File: config.mk
export PLATFORM = sky130hd
export DESIGN_NAME = baro_temp_pressure_compensation_unit_flat
export DESIGN_NICKNAME = d
export VERILOG_FILES = /design/src/bcomp_pkg.sv /design/src/bcomp_if.sv /design/src/bcomp_regs.sv /design/src/bcomp_smul.sv /design/src/bcomp_core.sv /design/src/baro_temp_pressure_compensation_unit.sv /design/src/flat_wrapper.sv
export SDC_FILE = /design/constraint.sdc
export NUM_CORES = 2
export LEC_CHECK = 0
export BUFFER_PORTS_ARGS = -buffer_cell sky130_fd_sc_hd__buf_2
export CORE_ASPECT_RATIO = 0.5
export CORE_UTILIZATION = 66
export CTS_BUF_LIST = sky130_fd_sc_hd__clkbuf_2 sky130_fd_sc_hd__clkbuf_4 sky130_fd_sc_hd__clkbuf_8
export CTS_CLUSTER_SIZE = 25
export DETAILED_ROUTE_END_ITERATION = 8
export GPL_TIMING_DRIVEN = 0
export PLACE_DENSITY = 0.84
export SLEW_MARGIN = 20
export SYNTH_ARGS = -nofsm -noshare
export SYNTH_HDL_FRONTEND = slang
export SYNTH_SLANG_ARGS = --single-unit
File: constraint.sdc
create_clock -name clk -period 7.1 [get_ports clk]
set_input_delay 1.065 -clock clk [delete_from_list [all_inputs] [get_ports clk]]
set_output_delay 1.065 -clock clk [all_outputs]
set_load 0.005 [all_outputs]
File: src/bcomp_pkg.sv
package bcomp_pkg;

    // Field and port widths
    localparam int RAW_W  = 24;
    localparam int CAL_W  = 16;
    localparam int TEMP_W = 19;
    localparam int PRES_W = 20;
    localparam int ADDR_W = 5;
    localparam int DATA_W = 32;

    // Internal datapath widths
    localparam int DT_W   = 25;   // dT = D2 - C5 * 2^8
    localparam int TW_W   = 20;   // working temperature before saturation
    localparam int OS_W   = 40;   // offset, sensitivity and correction terms
    localparam int MA_W   = 40;   // multiplicand of the serial multiplier
    localparam int DIG_W  = 4;    // multiplier digit retired per cycle
    localparam int NDIG   = 7;    // digits per multiplier operand
    localparam int MB_W   = NDIG * DIG_W;
    localparam int PROD_W = 64;
    localparam int PX_W   = 44;   // (D1 * SENS >> 21) - OFF
    localparam int PQ_W   = 29;   // pressure before saturation

    // Formula constants
    localparam int TEMP_REF = 2000;
    localparam int TEMP_LOW = -1500;
    localparam int TEMP_MIN = -140000;
    localparam int TEMP_MAX = 140000;
    localparam int PRES_MAX = 1048575;

    localparam int SH_C5    = 8;
    localparam int SH_C2    = 16;
    localparam int SH_C1    = 15;
    localparam int SH_TEMP  = 23;
    localparam int SH_OFF   = 7;
    localparam int SH_SENS  = 8;
    localparam int SH_T2    = 31;
    localparam int SH_OFF2  = 1;
    localparam int SH_SENS2 = 2;
    localparam int SH_SENS3 = 1;
    localparam int SH_P1    = 21;
    localparam int SH_P2    = 15;

    typedef enum logic [2:0] {
        REG_C1 = 3'd0,
        REG_C2 = 3'd1,
        REG_C3 = 3'd2,
        REG_C4 = 3'd3,
        REG_C5 = 3'd4,
        REG_C6 = 3'd5
    } reg_idx_t;

    typedef struct packed {
        logic [CAL_W-1:0] c1;
        logic [CAL_W-1:0] c2;
        logic [CAL_W-1:0] c3;
        logic [CAL_W-1:0] c4;
        logic [CAL_W-1:0] c5;
        logic [CAL_W-1:0] c6;
    } cal_t;

    typedef struct packed {
        logic                     start;
        logic signed [MA_W-1:0]   a;
        logic signed [MB_W-1:0]   b;
    } mul_req_t;

    typedef struct packed {
        logic                     done;
        logic signed [PROD_W-1:0] prod;
    } mul_rsp_t;

endpackage

File: src/bcomp_if.sv
interface bcomp_in_if;
    logic                             valid;
    logic                             ready;
    logic                             action;
    logic [bcomp_pkg::RAW_W-1:0]      raw_sample;

    modport source (output valid, output action, output raw_sample, input ready);
    modport sink   (input valid, input action, input raw_sample, output ready);
endinterface

interface bcomp_out_if;
    logic                             valid;
    logic                             ready;
    logic signed [bcomp_pkg::TEMP_W-1:0] temperature_centi;
    logic [bcomp_pkg::PRES_W-1:0]     pressure_pa;
    logic                             pressure_valid;

    modport source (output valid, output temperature_centi, output pressure_pa,
                    output pressure_valid, input ready);
    modport sink   (input valid, input temperature_centi, input pressure_pa,
                    input pressure_valid, output ready);
endinterface

File: src/bcomp_regs.sv
module bcomp_regs (
    input  logic                           clk,
    input  logic                           rst_n,
    input  logic                           psel,
    input  logic                           penable,
    input  logic                           pwrite,
    input  logic [bcomp_pkg::ADDR_W-1:0]   paddr,
    input  logic [bcomp_pkg::DATA_W-1:0]   pwdata,
    output logic [bcomp_pkg::DATA_W-1:0]   prdata,
    output logic                           pready,
    output bcomp_pkg::cal_t                cal
);

    bcomp_pkg::cal_t     cal_reg;
    bcomp_pkg::cal_t     cal_next;
    bcomp_pkg::reg_idx_t idx;
    logic                wr_en;
    logic [bcomp_pkg::CAL_W-1:0] wdata;

    assign idx    = bcomp_pkg::reg_idx_t'(paddr[bcomp_pkg::ADDR_W-1:2]);
    assign wr_en  = psel && penable && pwrite;
    assign wdata  = pwdata[bcomp_pkg::CAL_W-1:0];
    assign pready = 1'b1;
    assign cal    = cal_reg;

    always_comb
    begin
        cal_next = cal_reg;
        prdata   = '0;
        unique case (idx)
            bcomp_pkg::REG_C1:
            begin
                prdata = bcomp_pkg::DATA_W'(cal_reg.c1);
                if (wr_en)
                begin
                    cal_next.c1 = wdata;
                end
            end
            bcomp_pkg::REG_C2:
            begin
                prdata = bcomp_pkg::DATA_W'(cal_reg.c2);
                if (wr_en)
                begin
                    cal_next.c2 = wdata;
                end
            end
            bcomp_pkg::REG_C3:
            begin
                prdata = bcomp_pkg::DATA_W'(cal_reg.c3);
                if (wr_en)
                begin
                    cal_next.c3 = wdata;
                end
            end
            bcomp_pkg::REG_C4:
            begin
                prdata = bcomp_pkg::DATA_W'(cal_reg.c4);
                if (wr_en)
                begin
                    cal_next.c4 = wdata;
                end
            end
            bcomp_pkg::REG_C5:
            begin
                prdata = bcomp_pkg::DATA_W'(cal_reg.c5);
                if (wr_en)
                begin
                    cal_next.c5 = wdata;
                end
            end
            bcomp_pkg::REG_C6:
            begin
                prdata = bcomp_pkg::DATA_W'(cal_reg.c6);
                if (wr_en)
                begin
                    cal_next.c6 = wdata;
                end
            end
            default:
            begin
                prdata = '0;
            end
        endcase
    end

    always_ff @(posedge clk or negedge rst_n)
    begin
        if (!rst_n)
        begin
            cal_reg <= '0;
        end
        else
        begin
            cal_reg <= cal_next;
        end
    end

endmodule

File: src/bcomp_smul.sv
module bcomp_smul (
    input  logic                 clk,
    input  logic                 rst_n,
    input  bcomp_pkg::mul_req_t  req,
    output bcomp_pkg::mul_rsp_t  rsp
);

    localparam int CNT_W  = $clog2(bcomp_pkg::NDIG);
    localparam int HI_W   = bcomp_pkg::MA_W + bcomp_pkg::DIG_W;
    localparam int PP_W   = bcomp_pkg::MA_W + bcomp_pkg::DIG_W + 1;
    localparam int SUM_W  = HI_W + 2;
    localparam int FULL_W = HI_W + bcomp_pkg::MB_W;

    logic signed [bcomp_pkg::MA_W-1:0] a_reg;
    logic signed [bcomp_pkg::MA_W-1:0] a_next;
    logic signed [HI_W-1:0]            hi_reg;
    logic signed [HI_W-1:0]            hi_next;
    logic [bcomp_pkg::MB_W-1:0]        lo_reg;
    logic [bcomp_pkg::MB_W-1:0]        lo_next;
    logic [CNT_W-1:0]                  cnt_reg;
    logic [CNT_W-1:0]                  cnt_next;
    logic                              busy_reg;
    logic                              busy_next;
    logic                              done_reg;
    logic                              done_next;

    logic                              last;
    logic signed [bcomp_pkg::DIG_W:0]  dig;
    logic signed [PP_W-1:0]            pp;
    logic signed [SUM_W-1:0]           sum;
    logic [FULL_W-1:0]                 full;

    // The lowest unretired digit of the multiplier; the top digit carries the sign.
    assign last = (cnt_reg == CNT_W'(bcomp_pkg::NDIG - 1));
    assign dig  = $signed({last & lo_reg[bcomp_pkg::DIG_W-1], lo_reg[bcomp_pkg::DIG_W-1:0]});
    assign pp   = a_reg * dig;
    assign sum  = SUM_W'(hi_reg) + SUM_W'(pp);

    always_comb
    begin
        a_next    = a_reg;
        hi_next   = hi_reg;
        lo_next   = lo_reg;
        cnt_next  = cnt_reg;
        busy_next = busy_reg;
        done_next = 1'b0;
        if (req.start)
        begin
            a_next    = req.a;
            hi_next   = '0;
            lo_next   = req.b;
            cnt_next  = '0;
            busy_next = 1'b1;
        end
        else if (busy_reg)
        begin
            // Retired product bits drop into the low register as the multiplier shifts out.
            hi_next  = HI_W'(sum >>> bcomp_pkg::DIG_W);
            lo_next  = {sum[bcomp_pkg::DIG_W-1:0], lo_reg[bcomp_pkg::MB_W-1:bcomp_pkg::DIG_W]};
            cnt_next = cnt_reg + CNT_W'(1);
            if (last)
            begin
                busy_next = 1'b0;
                done_next = 1'b1;
            end
        end
    end

    always_ff @(posedge clk)
    begin
        a_reg  <= a_next;
        hi_reg <= hi_next;
        lo_reg <= lo_next;
    end

    always_ff @(posedge clk or negedge rst_n)
    begin
        if (!rst_n)
        begin
            cnt_reg  <= '0;
            busy_reg <= 1'b0;
            done_reg <= 1'b0;
        end
        else
        begin
            cnt_reg  <= cnt_next;
            busy_reg <= busy_next;
            done_reg <= done_next;
        end
    end

    assign full     = {hi_reg, lo_reg};
    assign rsp.done = done_reg;
    assign rsp.prod = full[bcomp_pkg::PROD_W-1:0];

endmodule

File: src/bcomp_core.sv
module bcomp_core (
    input  logic              clk,
    input  logic              rst_n,
    input  bcomp_pkg::cal_t   cal,
    bcomp_in_if.sink          din,
    bcomp_out_if.source       dout
);

    typedef enum logic [12:0] {
        S_IDLE     = 13'b0000000000001,
        S_M_TEMP   = 13'b0000000000010,
        S_M_OFF    = 13'b0000000000100,
        S_M_SENS   = 13'b0000000001000,
        S_M_F      = 13'b0000000010000,
        S_F_APPLY  = 13'b0000000100000,
        S_M_F2     = 13'b0000001000000,
        S_F2_APPLY = 13'b0000010000000,
        S_M_T2     = 13'b0000100000000,
        S_FINAL    = 13'b0001000000000,
        S_M_PRES   = 13'b0010000000000,
        S_P_CALC   = 13'b0100000000000,
        S_OUT      = 13'b1000000000000
    } state_t;

    state_t state_reg;
    state_t state_next;

    logic signed [bcomp_pkg::DT_W-1:0]   dt_reg;
    logic signed [bcomp_pkg::DT_W-1:0]   dt_next;
    logic signed [bcomp_pkg::TW_W-1:0]   temp_reg;
    logic signed [bcomp_pkg::TW_W-1:0]   temp_next;
    logic signed [bcomp_pkg::OS_W-1:0]   off_reg;
    logic signed [bcomp_pkg::OS_W-1:0]   off_next;
    logic signed [bcomp_pkg::OS_W-1:0]   sens_reg;
    logic signed [bcomp_pkg::OS_W-1:0]   sens_next;
    logic signed [bcomp_pkg::OS_W-1:0]   scr_a_reg;
    logic signed [bcomp_pkg::OS_W-1:0]   scr_a_next;
    logic signed [bcomp_pkg::OS_W-1:0]   scr_b_reg;
    logic signed [bcomp_pkg::OS_W-1:0]   scr_b_next;
    logic signed [bcomp_pkg::PQ_W-1:0]   p_reg;
    logic signed [bcomp_pkg::PQ_W-1:0]   p_next;
    logic signed [bcomp_pkg::TEMP_W-1:0] comp_temp_reg;
    logic signed [bcomp_pkg::TEMP_W-1:0] comp_temp_next;
    logic                                have_reg;
    logic                                have_next;
    logic signed [bcomp_pkg::TEMP_W-1:0] res_temp_reg;
    logic signed [bcomp_pkg::TEMP_W-1:0] res_temp_next;
    logic [bcomp_pkg::PRES_W-1:0]        res_pres_reg;
    logic [bcomp_pkg::PRES_W-1:0]        res_pres_next;
    logic                                res_pv_reg;
    logic                                res_pv_next;
    logic                                ov_reg;
    logic                                ov_next;
    logic signed [bcomp_pkg::TEMP_W-1:0] o_temp_reg;
    logic signed [bcomp_pkg::TEMP_W-1:0] o_temp_next;
    logic [bcomp_pkg::PRES_W-1:0]        o_pres_reg;
    logic [bcomp_pkg::PRES_W-1:0]        o_pres_next;
    logic                                o_pv_reg;
    logic                                o_pv_next;

    bcomp_pkg::mul_req_t                 mreq;
    bcomp_pkg::mul_rsp_t                 mrsp;

    logic signed [bcomp_pkg::DT_W-1:0]   dt_in;
    logic signed [bcomp_pkg::TW_W-1:0]   d_val;
    logic signed [bcomp_pkg::TW_W-1:0]   e_val;
    logic signed [bcomp_pkg::OS_W-1:0]   fsq;
    logic signed [bcomp_pkg::PX_W-1:0]   px;
    logic signed [bcomp_pkg::TEMP_W-1:0] temp_sat;
    logic [bcomp_pkg::PRES_W-1:0]        pres_sat;
    logic                                out_free;

    bcomp_smul u_mul (
        .clk   (clk),
        .rst_n (rst_n),
        .req   (mreq),
        .rsp   (mrsp)
    );

    assign dt_in = $signed({1'b0, din.raw_sample})
                 - $signed({1'b0, cal.c5, {bcomp_pkg::SH_C5{1'b0}}});
    assign d_val = temp_reg - bcomp_pkg::TW_W'(bcomp_pkg::TEMP_REF);
    assign e_val = temp_reg - bcomp_pkg::TW_W'(bcomp_pkg::TEMP_LOW);
    assign fsq   = bcomp_pkg::OS_W'(mrsp.prod);
    assign px    = bcomp_pkg::PX_W'(mrsp.prod >>> bcomp_pkg::SH_P1)
                 - bcomp_pkg::PX_W'(off_reg);

    always_comb
    begin
        if (temp_reg < bcomp_pkg::TEMP_MIN)
        begin
            temp_sat = bcomp_pkg::TEMP_W'(bcomp_pkg::TEMP_MIN);
        end
        else if (temp_reg > bcomp_pkg::TEMP_MAX)
        begin
            temp_sat = bcomp_pkg::TEMP_W'(bcomp_pkg::TEMP_MAX);
        end
        else
        begin
            temp_sat = bcomp_pkg::TEMP_W'(temp_reg);
        end

        if (p_reg < 0)
        begin
            pres_sat = '0;
        end
        else if (p_reg > bcomp_pkg::PRES_MAX)
        begin
            pres_sat = bcomp_pkg::PRES_W'(bcomp_pkg::PRES_MAX);
        end
        else
        begin
            pres_sat = bcomp_pkg::PRES_W'(p_reg);
        end
    end

    assign out_free = !ov_reg || dout.ready;

    always_comb
    begin
        state_next     = state_reg;
        dt_next        = dt_reg;
        temp_next      = temp_reg;
        off_next       = off_reg;
        sens_next      = sens_reg;
        scr_a_next     = scr_a_reg;
        scr_b_next     = scr_b_reg;
        p_next         = p_reg;
        comp_temp_next = comp_temp_reg;
        have_next      = have_reg;
        res_temp_next  = res_temp_reg;
        res_pres_next  = res_pres_reg;
        res_pv_next    = res_pv_reg;
        mreq.start     = 1'b0;
        mreq.a         = bcomp_pkg::MA_W'(dt_reg);
        mreq.b         = bcomp_pkg::MB_W'(dt_reg);

        unique case (state_reg)
            S_IDLE:
            begin
                if (din.valid)
                begin
                    dt_next = dt_in;
                    if (!din.action)
                    begin
                        mreq.start = 1'b1;
                        mreq.a     = bcomp_pkg::MA_W'(dt_in);
                        mreq.b     = bcomp_pkg::MB_W'(cal.c6);
                        state_next = S_M_TEMP;
                    end
                    else if (have_reg)
                    begin
                        mreq.start = 1'b1;
                        mreq.a     = sens_reg;
                        mreq.b     = bcomp_pkg::MB_W'(din.raw_sample);
                        state_next = S_M_PRES;
                    end
                    else
                    begin
                        res_temp_next = comp_temp_reg;
                        res_pres_next = '0;
                        res_pv_next   = 1'b0;
                        state_next    = S_OUT;
                    end
                end
            end
            S_M_TEMP:
            begin
                if (mrsp.done)
                begin
                    temp_next  = bcomp_pkg::TW_W'(bcomp_pkg::TEMP_REF)
                               + bcomp_pkg::TW_W'(mrsp.prod >>> bcomp_pkg::SH_TEMP);
                    mreq.start = 1'b1;
                    mreq.b     = bcomp_pkg::MB_W'(cal.c4);
                    state_next = S_M_OFF;
                end
            end
            S_M_OFF:
            begin
                if (mrsp.done)
                begin
                    off_next   = $signed(bcomp_pkg::OS_W'({cal.c2, {bcomp_pkg::SH_C2{1'b0}}}))
                               + bcomp_pkg::OS_W'(mrsp.prod >>> bcomp_pkg::SH_OFF);
                    mreq.start = 1'b1;
                    mreq.b     = bcomp_pkg::MB_W'(cal.c3);
                    state_next = S_M_SENS;
                end
            end
            S_M_SENS:
            begin
                if (mrsp.done)
                begin
                    sens_next = $signed(bcomp_pkg::OS_W'({cal.c1, {bcomp_pkg::SH_C1{1'b0}}}))
                              + bcomp_pkg::OS_W'(mrsp.prod >>> bcomp_pkg::SH_SENS);
                    if (temp_reg < bcomp_pkg::TEMP_REF)
                    begin
                        mreq.start = 1'b1;
                        mreq.a     = bcomp_pkg::MA_W'(d_val);
                        mreq.b     = bcomp_pkg::MB_W'(d_val);
                        state_next = S_M_F;
                    end
                    else
                    begin
                        state_next = S_FINAL;
                    end
                end
            end
            S_M_F:
            begin
                if (mrsp.done)
                begin
                    scr_a_next = fsq + (fsq <<< 2);
                    state_next = S_F_APPLY;
                end
            end
            S_F_APPLY:
            begin
                off_next   = off_reg - (scr_a_reg >>> bcomp_pkg::SH_OFF2);
                sens_next  = sens_reg - (scr_a_reg >>> bcomp_pkg::SH_SENS2);
                mreq.start = 1'b1;
                if (temp_reg < bcomp_pkg::TEMP_LOW)
                begin
                    mreq.a     = bcomp_pkg::MA_W'(e_val);
                    mreq.b     = bcomp_pkg::MB_W'(e_val);
                    state_next = S_M_F2;
                end
                else
                begin
                    state_next = S_M_T2;
                end
            end
            S_M_F2:
            begin
                if (mrsp.done)
                begin
                    scr_a_next = (fsq <<< 3) - fsq;
                    scr_b_next = (fsq <<< 3) + (fsq <<< 1) + fsq;
                    state_next = S_F2_APPLY;
                end
            end
            S_F2_APPLY:
            begin
                off_next   = off_reg - scr_a_reg;
                sens_next  = sens_reg - (scr_b_reg >>> bcomp_pkg::SH_SENS3);
                mreq.start = 1'b1;
                state_next = S_M_T2;
            end
            S_M_T2:
            begin
                // The squared-dT term comes last, since the other terms use the
                // temperature before it is applied.
                if (mrsp.done)
                begin
                    temp_next  = temp_reg - bcomp_pkg::TW_W'(mrsp.prod >>> bcomp_pkg::SH_T2);
                    state_next = S_FINAL;
                end
            end
            S_FINAL:
            begin
                comp_temp_next = temp_sat;
                have_next      = 1'b1;
                res_temp_next  = temp_sat;
                res_pres_next  = '0;
                res_pv_next    = 1'b0;
                state_next     = S_OUT;
            end
            S_M_PRES:
            begin
                if (mrsp.done)
                begin
                    p_next     = bcomp_pkg::PQ_W'(px >>> bcomp_pkg::SH_P2);
                    state_next = S_P_CALC;
                end
            end
            S_P_CALC:
            begin
                res_temp_next = comp_temp_reg;
                res_pres_next = pres_sat;
                res_pv_next   = 1'b1;
                state_next    = S_OUT;
            end
            S_OUT:
            begin
                if (out_free)
                begin
                    state_next = S_IDLE;
                end
            end
            default:
            begin
                state_next = S_IDLE;
            end
        endcase
    end

    always_comb
    begin
        ov_next     = ov_reg;
        o_temp_next = o_temp_reg;
        o_pres_next = o_pres_reg;
        o_pv_next   = o_pv_reg;
        if (state_reg == S_OUT && out_free)
        begin
            ov_next     = 1'b1;
            o_temp_next = res_temp_reg;
            o_pres_next = res_pres_reg;
            o_pv_next   = res_pv_reg;
        end
        else if (dout.ready)
        begin
            ov_next = 1'b0;
        end
    end

    always_ff @(posedge clk or negedge rst_n)
    begin
        if (!rst_n)
        begin
            state_reg     <= S_IDLE;
            have_reg      <= 1'b0;
            comp_temp_reg <= '0;
            ov_reg        <= 1'b0;
        end
        else
        begin
            state_reg     <= state_next;
            have_reg      <= have_next;
            comp_temp_reg <= comp_temp_next;
            ov_reg        <= ov_next;
        end
    end

    always_ff @(posedge clk)
    begin
        dt_reg       <= dt_next;
        temp_reg     <= temp_next;
        off_reg      <= off_next;
        sens_reg     <= sens_next;
        scr_a_reg    <= scr_a_next;
        scr_b_reg    <= scr_b_next;
        p_reg        <= p_next;
        res_temp_reg <= res_temp_next;
        res_pres_reg <= res_pres_next;
        res_pv_reg   <= res_pv_next;
        o_temp_reg   <= o_temp_next;
        o_pres_reg   <= o_pres_next;
        o_pv_reg     <= o_pv_next;
    end

    assign din.ready              = (state_reg == S_IDLE);
    assign dout.valid             = ov_reg;
    assign dout.temperature_centi = o_temp_reg;
    assign dout.pressure_pa       = o_pres_reg;
    assign dout.pressure_valid    = o_pv_reg;

endmodule

File: src/baro_temp_pressure_compensation_unit.sv
// Barometric sensor compensation with second-order temperature correction.
// The six calibration words C1..C6 are written through the APB port at byte
// addresses 0x00..0x14 and read back there; write them while the block is idle.
// Input transfers on din carry action (0 temperature, 1 pressure) and a 24-bit
// raw conversion. Every input transfer yields exactly one result transfer on
// dout: temperature in 0.01 C, pressure in Pa and a pressure-valid flag.
// A temperature transfer keeps TEMP, OFF and SENS for later pressure transfers.
// All products run through one shared radix-16 serial multiplier. A temperature
// item multiplies for TEMP, OFF and SENS, and for the second-order corrections
// when they apply; a pressure item multiplies once, or not at all before any
// temperature item. One item is in flight at a time; din ready rises as the
// result is registered, so the next item is not accepted before then.
// A finished result waits in the output register while dout is stalled; the
// next item is accepted and computed meanwhile and holds at the end until the
// register frees up.
// Reset clears the calibration words, the kept temperature and the have-
// temperature flag; a pressure transfer before any temperature returns zeros.
module baro_temp_pressure_compensation_unit (
    input  logic                           clk,
    input  logic                           rst_n,
    input  logic                           psel,
    input  logic                           penable,
    input  logic                           pwrite,
    input  logic [bcomp_pkg::ADDR_W-1:0]   paddr,
    input  logic [bcomp_pkg::DATA_W-1:0]   pwdata,
    output logic [bcomp_pkg::DATA_W-1:0]   prdata,
    output logic                           pready,
    bcomp_in_if.sink                       din,
    bcomp_out_if.source                    dout
);

    bcomp_pkg::cal_t cal;

    bcomp_regs u_regs (
        .clk     (clk),
        .rst_n   (rst_n),
        .psel    (psel),
        .penable (penable),
        .pwrite  (pwrite),
        .paddr   (paddr),
        .pwdata  (pwdata),
        .prdata  (prdata),
        .pready  (pready),
        .cal     (cal)
    );

    bcomp_core u_core (
        .clk   (clk),
        .rst_n (rst_n),
        .cal   (cal),
        .din   (din),
        .dout  (dout)
    );

`ifndef ASSERT_OFF
    // One item at a time: a transfer in is never followed directly by another.
    assert property (@(posedge clk) disable iff (!rst_n)
        din.valid && din.ready |=> !din.ready)
        else $error("input accepted while an item is in flight");

    // Temperature leaves the block saturated.
    assert property (@(posedge clk) disable iff (!rst_n)
        dout.valid |-> (dout.temperature_centi >= bcomp_pkg::TEMP_MIN
                     && dout.temperature_centi <= bcomp_pkg::TEMP_MAX))
        else $error("temperature outside its saturation range");

    // A result without a valid pressure carries no pressure.
    assert property (@(posedge clk) disable iff (!rst_n)
        dout.valid && !dout.pressure_valid |-> dout.pressure_pa == '0)
        else $error("pressure present without pressure_valid");
`endif

endmodule
File: src/flat_wrapper.sv
// flat-port wrapper written by rule: the top's interface ports become plain ports
module baro_temp_pressure_compensation_unit_flat 
  (clk, rst_n, psel, penable, pwrite, paddr, pwdata, prdata, pready, din_valid, din_action, din_raw_sample, din_ready, dout_valid, dout_temperature_centi, dout_pressure_pa, dout_pressure_valid, dout_ready);
  bcomp_in_if din_i ();
  bcomp_out_if dout_i ();
  input  logic clk;
  input  logic rst_n;
  input  logic psel;
  input  logic penable;
  input  logic pwrite;
  input  logic [bcomp_pkg::ADDR_W-1:0] paddr;
  input  logic [bcomp_pkg::DATA_W-1:0] pwdata;
  output logic [bcomp_pkg::DATA_W-1:0] prdata;
  output logic pready;
  input wire logic [$bits(din_i.valid)-1:0] din_valid;
  input wire logic [$bits(din_i.action)-1:0] din_action;
  input wire logic [$bits(din_i.raw_sample)-1:0] din_raw_sample;
  output wire logic [$bits(din_i.ready)-1:0] din_ready;
  output wire logic [$bits(dout_i.valid)-1:0] dout_valid;
  output wire logic [$bits(dout_i.temperature_centi)-1:0] dout_temperature_centi;
  output wire logic [$bits(dout_i.pressure_pa)-1:0] dout_pressure_pa;
  output wire logic [$bits(dout_i.pressure_valid)-1:0] dout_pressure_valid;
  input wire logic [$bits(dout_i.ready)-1:0] dout_ready;
  assign din_i.valid = din_valid;
  assign din_i.action = din_action;
  assign din_i.raw_sample = din_raw_sample;
  assign din_ready = din_i.ready;
  assign dout_valid = dout_i.valid;
  assign dout_temperature_centi = dout_i.temperature_centi;
  assign dout_pressure_pa = dout_i.pressure_pa;
  assign dout_pressure_valid = dout_i.pressure_valid;
  assign dout_i.ready = dout_ready;
  baro_temp_pressure_compensation_unit u_core (.clk(clk), .rst_n(rst_n), .psel(psel), .penable(penable), .pwrite(pwrite), .paddr(paddr), .pwdata(pwdata), .prdata(prdata), .pready(pready), .din(din_i), .dout(dout_i));
endmodule
==> results.toml <==
[outcome]
outcome = "finished, violations left"
violations = "DRC"

[cells_and_area]
final_common_cell = "inv_1"
most-common-layout-cells = "461 x inv_1, 450 x a21oi_1, 399 x ha_1"
largest_reg_flops = 96
syn_to_final_growth_pct = 8.78
drive_gt1_share_pct = 9.21
final_net_count = 6003

[worst_setup_path]
worstPathRequired_ns = 7.76
critPathArrivalTime_ns = 7.53
critPathCaptureType = "register"
critPathLaunchType = "register"
r2r_cells = 23
cp_max_fo = 10
critPathKind = "register to register"

[sta]
fin_skew_ns = 0.0390
rsz0062_at_grt = "false"
worst_slew_pin_slew_ns = 1.28
setup_viol = 0
fmax_mhz = 146
fin_crit_ns = 6.87
relSlewSlack_pct = 13.7
fin_setup_tns_ns = 0
slew_viol_final = 0
worst_hold_slack_ns = 0.171
final.period_utilization_pct = 96.7
finalHoldViolCount = 0

[route]
drt-total-wl_um = 173000
drtIter0Drc = 5457
antenna_left = 0
vias = 42700
remaining_drc_errors = 2
drt-vias-per-instance = 6.70
drt_pass1_iterations = 9
wl_per_cell_um = 27.1

[synth]
synth.yosys.seq_area_share_pct = 32.9
yosysWarnings = 0
synth_top_area_share_pct = 24.0
synth-edff-count = 381
synth_top_flop_cell = "edfxtp_1"
syn_area_um2 = 47700
syn_inst = 5088
synth_area_leaders = "edfxtp_1 24%, ha_1 10%, fa_1 8.8%"
async_reset_ff_share_pct = 24.2
synth_top_cell_by_area = "edfxtp_1"
synth_cell_types = 107
syn_area_per_cell_um2 = 9.37
synth-seq-cells = 558

[worst_hold_path]
min_path_type = "input port to async pin"

[cts]
cts.sinks = 558
cts_made_buffers = 86
tritoncts = "built"
root_buffer = "clkbuf_8"
clkTransAtPathRegs_ns = 0.07
clockBufferDepth = 3
htree_levels = 3
ctsHoldBuffers = 0
clock_latency_ns = 0.80

[global_routing]
grt_overflow = 0
antenna_found_initial = 15
grt_pass1_vias = 40100
grt_pass1_wl_um = 249000
grt.total_usage_pct = 46.2
grt_max_degree = 98

[placement]
port_buffers = 105
gp_congestion = 1.11
hpwl_um = 136000

[job]
drv_cap = 0

[floorplan]
dieHeight_um = 192
std_cell_rows = 69
die_area_um2 = 73400
die_w_um = 382
start_util_pct = 66.9
coreArea_um2 = 71200
ios = 144
==> cell usage after synthesis, types with 86 or more instances <==
cell / number
a21o_1: 162
a21oi_1: 454
and2_1: 215
clkbuf_1: 158
dfrtp_1: 134
edfxtp_1: 381
fa_1: 209
ha_1: 399
inv_1: 461
mux2_2: 86
nand2_1: 348
nand3_1: 96
nor2_1: 327
o21ai_0: 292
xnor2_1: 197
xor2_1: 100
==> final timing paths <==
check                                                    start                                       end  slack [ns]
worst max-delay path            u_core.u_core.u_mul.cnt_reg[0]            u_core.u_core.u_mul.hi_reg[40]        0.23
worst min-delay path                                     rst_n            u_core.u_core.u_mul.cnt_reg[1]        0.17
worst max register to register  u_core.u_core.u_mul.cnt_reg[0]            u_core.u_core.u_mul.hi_reg[40]        0.23
worst min register to register  u_core.u_core.res_temp_reg[15]  u_core.u_core.dout.temperature_centi[15]        0.41
max in group asynchronous                                rst_n                     u_core.u_regs.cal[68]        6.07
min in group clk                u_core.u_core.res_temp_reg[15]  u_core.u_core.dout.temperature_centi[15]        0.41
==> layout make-up <==
cell class,count,area (um2)
multi-input combinational,3884,29600
fill,5272,19400
sequential,558,15700
inverter,464,1740
clock buffer,128,1570
tap,958,1200
timing repair buffer,135,921
buffer,197,842
clock inverter,32,278
antenna,11,27.5
==> worst max-delay path: stages (launching register included) <==
cell and delay [ns]:
dfrtp_1 0.39, inv_1 0.06, ha_1 0.20, nand3_1 0.15
clkbuf_2 0.33, inv_1 0.11, fa_1 0.55, inv_1 0.05
fa_1 0.48, fa_1 0.55, inv_1 0.05, fa_1 0.49
ha_1 0.35, a211oi_2 0.26, o21ai_1 0.15, a21oi_1 0.36
o41ai_2 0.22, or3_1 0.41, and3_1 0.25, o211a_1 0.26
o211ai_1 0.27, a21oi_1 0.15, or3_1 0.40, a41o_1 0.25
==> metrics by stage <==
stage	std cells	cell area [um2]	util, %	setup WS [ns]
floorplan	5103	47700	-	1.23
global placement	6166	49400	69.4	-0.156
detailed placement	6188	49900	70.0	-0.332
CTS	6350	51700	72.6	0.0157
global route	6361	51800	72.8	0.0398
finish	6367	51800	72.8	0.233
==> metal layers <==
layer,global-route usage (%),wire (um)
met5,2.38,908
met4,19.3,7890
met3,22.3,28200
met2,66.5,70600
met1,59.1,65000
==> cell families (layout without fill, tap and decap cells) <==
logic type                 Yosys count  count (layout)  synth area share [%]
AOI/OAI and AO/OA                 1449            1449                  19.3
other                                2              28                0.0158
buffers and inverters              661             956                  5.41
muxes                              144             144                  3.25
DFF                                558             558                  32.9
and+or+nand+nor                   1368            1368                  14.4
xor gates and xnor gates           297             297                  5.46
adders and majority gates          609             609                  19.3
==> repair_timing <==
| action | CTS | global route |
|---|---|---|
| setup endpoints to repair | 10 | 15 |
| buffers inserted | 2 | 6 |
| gates resized for setup | 2 | 11 |
Power is not shown: default switching activity piles up to over one toggle a cycle in this logic, so the estimate is an artifact.
